--- config.mk ---
export PLATFORM = sky130hd
export DESIGN_NAME = lru_block_cache_tags_unit
export DESIGN_NICKNAME = d
export VERILOG_FILES = /design/src/design/lbct_pkg.sv /design/src/design/lbct_cell.sv /design/src/design/lru_block_cache_tags_unit.sv
export SDC_FILE = /design/constraint.sdc
export NUM_CORES = 1
export LEC_CHECK = 0
export BUFFER_PORTS_ARGS = -buffer_cell sky130_fd_sc_hd__buf_2
export CAP_MARGIN = 30
export CORE_ASPECT_RATIO = 1.25
export CORE_MARGIN = 5
export CORE_UTILIZATION = 44
export DETAILED_ROUTE_END_ITERATION = 16
export GPL_TIMING_DRIVEN = 0
export SLEW_MARGIN = 40
export SYNTH_ARGS = -nofsm -noshare
export SYNTH_HDL_FRONTEND = slang
export SYNTH_SLANG_ARGS = --single-unit
--- constraint.sdc ---
create_clock -name i_clk -period 9 [get_ports i_clk]
set_input_delay 0.9 -clock i_clk [delete_from_list [all_inputs] [get_ports i_clk]]
set_output_delay 0.9 -clock i_clk [all_outputs]
set_load 0.02 [all_outputs]
--- src/design/lbct_pkg.sv ---
// ----------------------------------------------------------------------------
// LRU block cache tags package
// Shared types and operation codes for the tag unit and its cells.
// ----------------------------------------------------------------------------
package lbct_pkg;

    // Operation codes carried by a request.
    localparam logic OP_LOOKUP = 1'b0;
    localparam logic OP_LOCK   = 1'b1;

    // Sequencer states of the top level.
    typedef enum logic [1:0] {
        S_IDLE,
        S_START,
        S_SCAN,
        S_COMMIT
    } t_state;

    // Flags of the search record that travels down the chain of cells.
    typedef struct packed {
        logic busy;      // a search record is present at this position
        logic hit;       // a valid matching entry has been found
        logic hit_lock;  // the matching entry is locked
        logic vic;       // an unlocked victim candidate has been found
    } t_scan_flags;

    // Update command broadcast to every cell at the end of a request.
    typedef struct packed {
        logic promote;   // make the addressed entry most recently used
        logic retag;     // write the block number into the addressed entry
        logic lock;      // lock the addressed entry
    } t_cell_upd;

endpackage

--- src/design/lbct_cell.sv ---
// ----------------------------------------------------------------------------
// LRU block cache tags cell
// One cache entry: tag, valid, lock and recency rank. It evaluates the search
// record handed in by its left neighbor and passes the updated record on.
// ----------------------------------------------------------------------------
module lbct_cell #(
    parameter int ENTRIES = 16,
    parameter int IDX     = 0
) (
    input  logic                      i_clk,
    input  logic                      i_rst_n,
    input  logic [31:0]               i_blk,
    input  lbct_pkg::t_scan_flags     i_flags,
    input  logic [$clog2(ENTRIES)-1:0] i_hit_idx,
    input  logic [$clog2(ENTRIES)-1:0] i_hit_rank,
    input  logic [$clog2(ENTRIES)-1:0] i_vic_idx,
    input  logic [$clog2(ENTRIES)-1:0] i_vic_rank,
    output lbct_pkg::t_scan_flags     o_flags,
    output logic [$clog2(ENTRIES)-1:0] o_hit_idx,
    output logic [$clog2(ENTRIES)-1:0] o_hit_rank,
    output logic [$clog2(ENTRIES)-1:0] o_vic_idx,
    output logic [$clog2(ENTRIES)-1:0] o_vic_rank,
    input  lbct_pkg::t_cell_upd       i_upd,
    input  logic [$clog2(ENTRIES)-1:0] i_upd_idx,
    input  logic [$clog2(ENTRIES)-1:0] i_upd_rank
);
    import lbct_pkg::*;

    localparam int IW = $clog2(ENTRIES);
    localparam logic [IW-1:0] MY_IDX   = IW'(IDX);
    localparam logic [IW-1:0] TOP_RANK = IW'(ENTRIES - 1);

    logic [31:0]   r_tag;
    logic          r_valid;
    logic          r_locked;
    logic [IW-1:0] r_rank;

    t_scan_flags   r_flags, n_flags;
    logic [IW-1:0] r_hit_idx, n_hit_idx;
    logic [IW-1:0] r_hit_rank, n_hit_rank;
    logic [IW-1:0] r_vic_idx, n_vic_idx;
    logic [IW-1:0] r_vic_rank, n_vic_rank;

    logic w_match;
    logic w_better;
    logic w_mine;

    assign w_match  = r_valid && (r_tag == i_blk);
    assign w_better = !r_locked && (!i_flags.vic || (r_rank < i_vic_rank));
    assign w_mine   = (i_upd_idx == MY_IDX);

    // Search step: keep the first hit and the lowest ranked unlocked entry.
    always_comb begin
        n_flags    = i_flags;
        n_hit_idx  = i_hit_idx;
        n_hit_rank = i_hit_rank;
        n_vic_idx  = i_vic_idx;
        n_vic_rank = i_vic_rank;
        if (i_flags.busy && !i_flags.hit && w_match) begin
            n_flags.hit      = 1'b1;
            n_flags.hit_lock = r_locked;
            n_hit_idx        = MY_IDX;
            n_hit_rank       = r_rank;
        end
        if (i_flags.busy && w_better) begin
            n_flags.vic = 1'b1;
            n_vic_idx   = MY_IDX;
            n_vic_rank  = r_rank;
        end
    end

    // The busy flag is control state; the rest of the record is payload.
    always_ff @(posedge i_clk) begin
        if (!i_rst_n) begin
            r_flags <= '0;
        end else begin
            r_flags <= n_flags;
        end
    end

    always_ff @(posedge i_clk) begin
        r_hit_idx  <= n_hit_idx;
        r_hit_rank <= n_hit_rank;
        r_vic_idx  <= n_vic_idx;
        r_vic_rank <= n_vic_rank;
    end

    // Entry state: valid, lock and rank reset; the tag is written on a fill.
    always_ff @(posedge i_clk) begin
        if (!i_rst_n) begin
            r_valid  <= 1'b0;
            r_locked <= 1'b0;
            r_rank   <= MY_IDX;
        end else begin
            if (i_upd.retag && w_mine) begin
                r_valid <= 1'b1;
            end
            if (i_upd.lock && w_mine) begin
                r_locked <= 1'b1;
            end
            if (i_upd.promote) begin
                if (w_mine) begin
                    r_rank <= TOP_RANK;
                end else if (r_rank > i_upd_rank) begin
                    r_rank <= r_rank - 1'b1;
                end
            end
        end
    end

    always_ff @(posedge i_clk) begin
        if (i_upd.retag && w_mine) begin
            r_tag <= i_blk;
        end
    end

    assign o_flags    = r_flags;
    assign o_hit_idx  = r_hit_idx;
    assign o_hit_rank = r_hit_rank;
    assign o_vic_idx  = r_vic_idx;
    assign o_vic_rank = r_vic_rank;

endmodule

--- src/design/lru_block_cache_tags_unit.sv ---
// ----------------------------------------------------------------------------
// LRU block cache tags unit
// Tag and replacement manager for a fully associative block cache with
// permanent entry locking, built as a chain of one cell per entry.
// ----------------------------------------------------------------------------
//
//  Channel   Handshake            Payload
//  -------   ------------------   ---------------------------------------------
//  request   i_valid / o_stall    i_operation, i_block_number, i_entry_index
//  result    o_valid / i_stall    o_slot, o_hit, o_fill_needed, o_no_victim
//
// A lookup launches a search record into the first cell, passes it through
// the register of every cell in turn, and commits the update and the result
// once the record leaves the last cell. A lock goes straight to the commit.
// One request is in work at a time; a finished result waits in the output
// register while the next request is accepted and searched.
// A stalled result holds the commit of the next request until it is taken.
// Reset clears all valid and lock bits and sets entry i to rank i.
//
module lru_block_cache_tags_unit #(
    parameter int ENTRIES = 16
) (
    input  logic        i_clk,
    input  logic        i_rst_n,
    input  logic        i_valid,
    output logic        o_stall,
    input  logic        i_operation,
    input  logic [31:0] i_block_number,
    input  logic [3:0]  i_entry_index,
    output logic        o_valid,
    input  logic        i_stall,
    output logic [3:0]  o_slot,
    output logic        o_hit,
    output logic        o_fill_needed,
    output logic        o_no_victim
);
    import lbct_pkg::*;

    localparam int IW = $clog2(ENTRIES);

    t_state r_state, n_state;

    // Request registers.
    logic        r_op;
    logic [31:0] r_blk;
    logic [3:0]  r_entry;

    // Captured search result.
    t_scan_flags   r_res;
    logic [IW-1:0] r_hit_idx;
    logic [IW-1:0] r_hit_rank;
    logic [IW-1:0] r_vic_idx;
    logic [IW-1:0] r_vic_rank;

    // Output register.
    logic        r_out_valid;
    logic [3:0]  r_slot;
    logic        r_hit;
    logic        r_fill;
    logic        r_no_vic;
    logic [3:0]  n_slot;
    logic        n_hit;
    logic        n_fill;
    logic        n_no_vic;

    logic        w_accept;
    logic        w_inject;
    logic        w_commit;
    logic        w_lock_ok;
    t_cell_upd   w_upd;
    logic [IW-1:0] w_upd_idx;
    logic [IW-1:0] w_upd_rank;

    // Chain positions: position k feeds cell k, position ENTRIES is the end.
    t_scan_flags   w_flags [ENTRIES+1];
    logic [IW-1:0] w_hit_idx [ENTRIES+1];
    logic [IW-1:0] w_hit_rank [ENTRIES+1];
    logic [IW-1:0] w_vic_idx [ENTRIES+1];
    logic [IW-1:0] w_vic_rank [ENTRIES+1];

    assign w_accept  = i_valid && !o_stall;
    assign w_lock_ok = ({28'd0, r_entry} < 32'(ENTRIES));

    // Next state.
    always_comb begin
        n_state = r_state;
        unique case (r_state)
            S_IDLE: begin
                if (w_accept) begin
                    n_state = (i_operation == OP_LOCK) ? S_COMMIT : S_START;
                end
            end
            S_START: begin
                n_state = S_SCAN;
            end
            S_SCAN: begin
                if (w_flags[ENTRIES].busy) begin
                    n_state = S_COMMIT;
                end
            end
            S_COMMIT: begin
                if (w_commit) begin
                    n_state = S_IDLE;
                end
            end
            default: begin
                n_state = S_IDLE;
            end
        endcase
    end

    // Sequencer outputs.
    always_comb begin
        o_stall  = 1'b1;
        w_inject = 1'b0;
        w_commit = 1'b0;
        unique case (r_state)
            S_IDLE: begin
                o_stall = 1'b0;
            end
            S_START: begin
                w_inject = 1'b1;
            end
            S_SCAN: begin
            end
            S_COMMIT: begin
                w_commit = !r_out_valid || !i_stall;
            end
            default: begin
            end
        endcase
    end

    always_ff @(posedge i_clk) begin
        if (!i_rst_n) begin
            r_state <= S_IDLE;
        end else begin
            r_state <= n_state;
        end
    end

    always_ff @(posedge i_clk) begin
        if (w_accept) begin
            r_op    <= i_operation;
            r_blk   <= i_block_number;
            r_entry <= i_entry_index;
        end
    end

    // Launch a fresh search record into the first cell.
    assign w_flags[0]    = '{busy: w_inject, hit: 1'b0, hit_lock: 1'b0, vic: 1'b0};
    assign w_hit_idx[0]  = '0;
    assign w_hit_rank[0] = '0;
    assign w_vic_idx[0]  = '0;
    assign w_vic_rank[0] = '0;

    // The chain of entry cells.
    for (genvar k = 0; k < ENTRIES; k++) begin : g_cell
        lbct_cell #(
            .ENTRIES (ENTRIES),
            .IDX     (k)
        ) u_cell (
            .i_clk      (i_clk),
            .i_rst_n    (i_rst_n),
            .i_blk      (r_blk),
            .i_flags    (w_flags[k]),
            .i_hit_idx  (w_hit_idx[k]),
            .i_hit_rank (w_hit_rank[k]),
            .i_vic_idx  (w_vic_idx[k]),
            .i_vic_rank (w_vic_rank[k]),
            .o_flags    (w_flags[k+1]),
            .o_hit_idx  (w_hit_idx[k+1]),
            .o_hit_rank (w_hit_rank[k+1]),
            .o_vic_idx  (w_vic_idx[k+1]),
            .o_vic_rank (w_vic_rank[k+1]),
            .i_upd      (w_upd),
            .i_upd_idx  (w_upd_idx),
            .i_upd_rank (w_upd_rank)
        );
    end

    // Capture the record as it leaves the last cell.
    always_ff @(posedge i_clk) begin
        if (r_state == S_SCAN && w_flags[ENTRIES].busy) begin
            r_res      <= w_flags[ENTRIES];
            r_hit_idx  <= w_hit_idx[ENTRIES];
            r_hit_rank <= w_hit_rank[ENTRIES];
            r_vic_idx  <= w_vic_idx[ENTRIES];
            r_vic_rank <= w_vic_rank[ENTRIES];
        end
    end

    // Decide the update broadcast and the result of the request.
    always_comb begin
        w_upd      = '0;
        w_upd_idx  = '0;
        w_upd_rank = '0;
        n_slot     = '0;
        n_hit      = 1'b0;
        n_fill     = 1'b0;
        n_no_vic   = 1'b0;
        if (r_op == OP_LOCK) begin
            w_upd.lock = w_commit && w_lock_ok;
            w_upd_idx  = IW'(r_entry);
            n_slot     = r_entry;
        end else if (r_res.hit) begin
            w_upd.promote = w_commit && !r_res.hit_lock;
            w_upd_idx     = r_hit_idx;
            w_upd_rank    = r_hit_rank;
            n_slot        = 4'(r_hit_idx);
            n_hit         = 1'b1;
        end else if (r_res.vic) begin
            w_upd.promote = w_commit;
            w_upd.retag   = w_commit;
            w_upd_idx     = r_vic_idx;
            w_upd_rank    = r_vic_rank;
            n_slot        = 4'(r_vic_idx);
            n_fill        = 1'b1;
        end else begin
            n_no_vic = 1'b1;
        end
    end

    // Output register: loaded on commit, released when taken.
    always_ff @(posedge i_clk) begin
        if (!i_rst_n) begin
            r_out_valid <= 1'b0;
        end else if (w_commit) begin
            r_out_valid <= 1'b1;
        end else if (!i_stall) begin
            r_out_valid <= 1'b0;
        end
    end

    always_ff @(posedge i_clk) begin
        if (w_commit) begin
            r_slot   <= n_slot;
            r_hit    <= n_hit;
            r_fill   <= n_fill;
            r_no_vic <= n_no_vic;
        end
    end

    assign o_valid       = r_out_valid;
    assign o_slot        = r_slot;
    assign o_hit         = r_hit;
    assign o_fill_needed = r_fill;
    assign o_no_victim   = r_no_vic;

endmodule

==> results.ini <==
[outcome]
outcome = finished clean

[synthesis]
syn_area_per_cell_um2 = 13.5
synth_compound_area_frac = 0.0502
ys_types = 59
synthCells = 2933
yosysSeqAreaShare = 0.632
synthFlopType = edfxtp_1
syn_nets = 3104
ys_ff_latch = 964
synthArstFlopShare = 0
synth_top_area_share = 0.436
ys_warn_count = 0
synthTopCellsByArea = edfxtp_1 44%, dfxtp_1 20%, xor2_1 8.9%, ha_1 4.1%, mux2_2 2.9%
yosysTopAreaCell = edfxtp_1
synthesis.area_um2 = 39600
synthMuxAreaShare = 0.0373
yosys.area_share.simple = 0.0987
synth_fa_ha_area_frac = 0.0410
synth_xor_area_frac = 0.114
synth_edf_count = 575
synth_top_family_by_area = XOR/XNOR gates

[global_route]
grt_max_degree = 38
grt_pass1_vias = 25100
grt-ovfl-total = 0
antenna_found_initial = 0
gr-usage-all-layers = 0.233
grt_pass1_wl_um = 167000

[pwr]
p_total_uw = 10700
vdd_drop_max_mv = 0.211
p_leak_uw = 0.0170
p_per_area_nw_per_um2 = 233

[routing]
drtIter0Drc = 2190
totalWireLength_um = 115000
ant_nets = 0
drtPass1Iterations = 5
drcViolationCount = 0
vias = 24400
detail_route.vias_per_cell = 5.51
wire_per_inst_um = 25.9

[clocking]
clk_pin_slew_ns = 0.06
clk_root_buffer_cell = clkbuf_16
cts_tree = yes
cts-buffers-inserted = 99
postCtsSetupBuffers = 0
worstSkewPairLatency_ns = 0.67
postCtsHoldBufs = 0
h-tree-depth = 3
cts_buffer_depth = 3
cts_resized = 0
cts_sinks = 964

[place]
port-buffer-count = 48
place.gp.congestion = 0.858
numPlacedInstances = 4250
place_area_um2 = 42700
hpwl_um = 82500

[setup_path]
cp.arrival_ns = 4.60
crit_type = reg2reg
startpoint_type = flip-flop
critPathRequiredTime_ns = 9.57
crit_path_end_kind = flip-flop
critPathMaxFanout = 10
reg2reg_setup_slack_ns = 4.98

[floorplan]
die_y_um = 346
num_rows = 123
initial_utilization = 0.442
fp.dieW_um = 278
io_pins = 50
core_area_um2 = 89700
dieArea_um2 = 96200

[timing]
min_period_over_period = 0.447
setup-tns-final_ns = 0
fin_skew_ns = 0.0184
hold_viol = 0
rsz0062_at_grt = no
fmax_mhz = 249
finalCriticalPeriod_ns = 4.02
timing.slew.headroom = 0.388
setup_viol = 0
worstMarginPinSlew_ns = 0.910
finalMaxSlewViolations = 0
whs_ns = 0.403

[cells_and_area]
antenna_cells = 0
fin_area_um2 = 46000
final_net_count = 3338
area_growth_pct = 15.9
nFillCells = 7587
drive_above_1_share = 0.177
finalNonFillerCells = 4435

[hold_path]
hp-class = reg2reg

[job]
drv_cap = 0

-- Yosys cell counts, types with 5 or more instances --
master and number:
a211oi_1 16, a21o_1 59, a21oi_1 77, a22o_1 5
a31oi_1 9, and2_1 29, and3_1 5, and4_1 11
buf_2 41, buf_4 17, buf_6 13, clkbuf_1 30
dfxtp_1 389, edfxtp_1 575, ha_1 130, inv_1 118
mux2_2 103, mux2i_1 32, nand2_1 77, nand2b_1 31
nand3_1 27, nand4_1 74, nor2_1 108, nor2b_1 51
nor3_1 48, nor3b_1 6, nor4_1 118, nor4_4 15
o211a_1 14, o211ai_1 6, o21a_1 24, o21ai_0 41
o22ai_1 5, o2bb2ai_1 7, o31ai_1 6, o41ai_1 5
or2_2 56, xnor2_1 109, xor2_1 405
-- critical path: stages, from the launching register on --
cell      delay (ns)
edfxtp_1        0.37
buf_2           0.23
buf_1           0.45
nor2b_1         0.28
a22oi_2         0.46
buf_4           0.30
ha_1            0.27
nor2b_1         0.13
o211a_1         0.20
o21ai_0         0.59
nor4_1          0.17
and4_1          0.24
o31ai_1         0.25
-- where the power goes --
group	switching, uW	internal (uW)	total, uW
combinational	985	525	1510
sequential	183	4930	5110
clock	1700	2400	4100
-- cell usage in the layout (no fill, tap or decap), types with 56 or more instances in the layout --
master / n
edfxtp_1: 575
mux2_2: 103
dfxtp_1: 389
nand4_1: 74
xnor2_1: 109
a21o_1: 59
nor2_1: 92
ha_1: 130
nor4_1: 111
clkbuf_16: 104
buf_2: 92
or2_2: 56
xor2_1: 405
nand2_1: 77
inv_1: 118
a21oi_1: 75
-- metal layers --
| layer | vias up | global-route usage | wire [um] |
|---|---|---|---|
| met5 | - | 0 | 0 |
| met4 | 0 | 0.102 | 5470 |
| met3 | 261 | 0.0298 | 6460 |
| met2 | 912 | 0.408 | 57400 |
| met1 | 12300 | 0.289 | 45400 |
| li1 | 11000 | - | - |
-- kinds of logic after synthesis --
family / after synthesis
AO/OA/AOI/OAI: 296
XOR/XNOR: 514
adder cells (fa/ha/maj): 130
buffers and inverters: 226
flip-flops: 964
multiplexers: 135
AND/OR/NAND/NOR: 668
-- path summary, 6_finish.rpt --
check / cells past startpoint / endpoint / start
setup / recovery: 12 / g_cell[9].u_cell.r_rank[3] / r_op
hold / removal: 0 / r_hit_idx[3] / g_cell[15].u_cell.o_hit_idx[3]
setup reg to reg: 12 / g_cell[9].u_cell.r_rank[3] / r_op
hold reg to reg: 0 / r_hit_idx[3] / g_cell[15].u_cell.o_hit_idx[3]
-- sequential cells by signal (all words and copies together), names as in the netlist, 2 cells and up --
name	count
r_blk	32
g_cell.u_cell.o_vic_idx	49
r_vic_idx	4
r_entry	4
g_cell.u_cell.o_hit_rank	64
g_cell.u_cell.r_valid	16
r_hit_idx	4
o_slot	4
r_hit_rank	4
g_cell.u_cell.o_hit_idx	49
g_cell.u_cell.o_flags	64
r_res	3
g_cell.u_cell.r_rank	64
r_vic_rank	4
r_state	2
g_cell.u_cell.r_tag	512
g_cell.u_cell.r_locked	16
g_cell.u_cell.o_vic_rank	64
-- area by class of cell --
cell class | instances | area (um^2) | area share
Timing Repair Buffer | 133 | 1390 | 0.0302
Tap cell | 1187 | 1490 | 0.0323
Sequential cell | 964 | 25100 | 0.545
Clock buffer | 142 | 2860 | 0.0622
Inverter | 119 | 447 | 0.00972
Clock inverter | 40 | 370 | 0.00806
Buffer | 107 | 636 | 0.0138
Multi-Input combinational cell | 1743 | 13700 | 0.298
-- through the flow --
step / worst slack [ns] / utilization
2_1_floorplan: 5.52 / -
3_3_place_gp: 3.33 / 0.461
3_5_place_dp: 4.90 / 0.475
4_1_cts: 4.86 / 0.511
5_1_grt: 4.79 / 0.512
6_report: 4.98 / 0.512
Power figures use the tool's default switching activity.
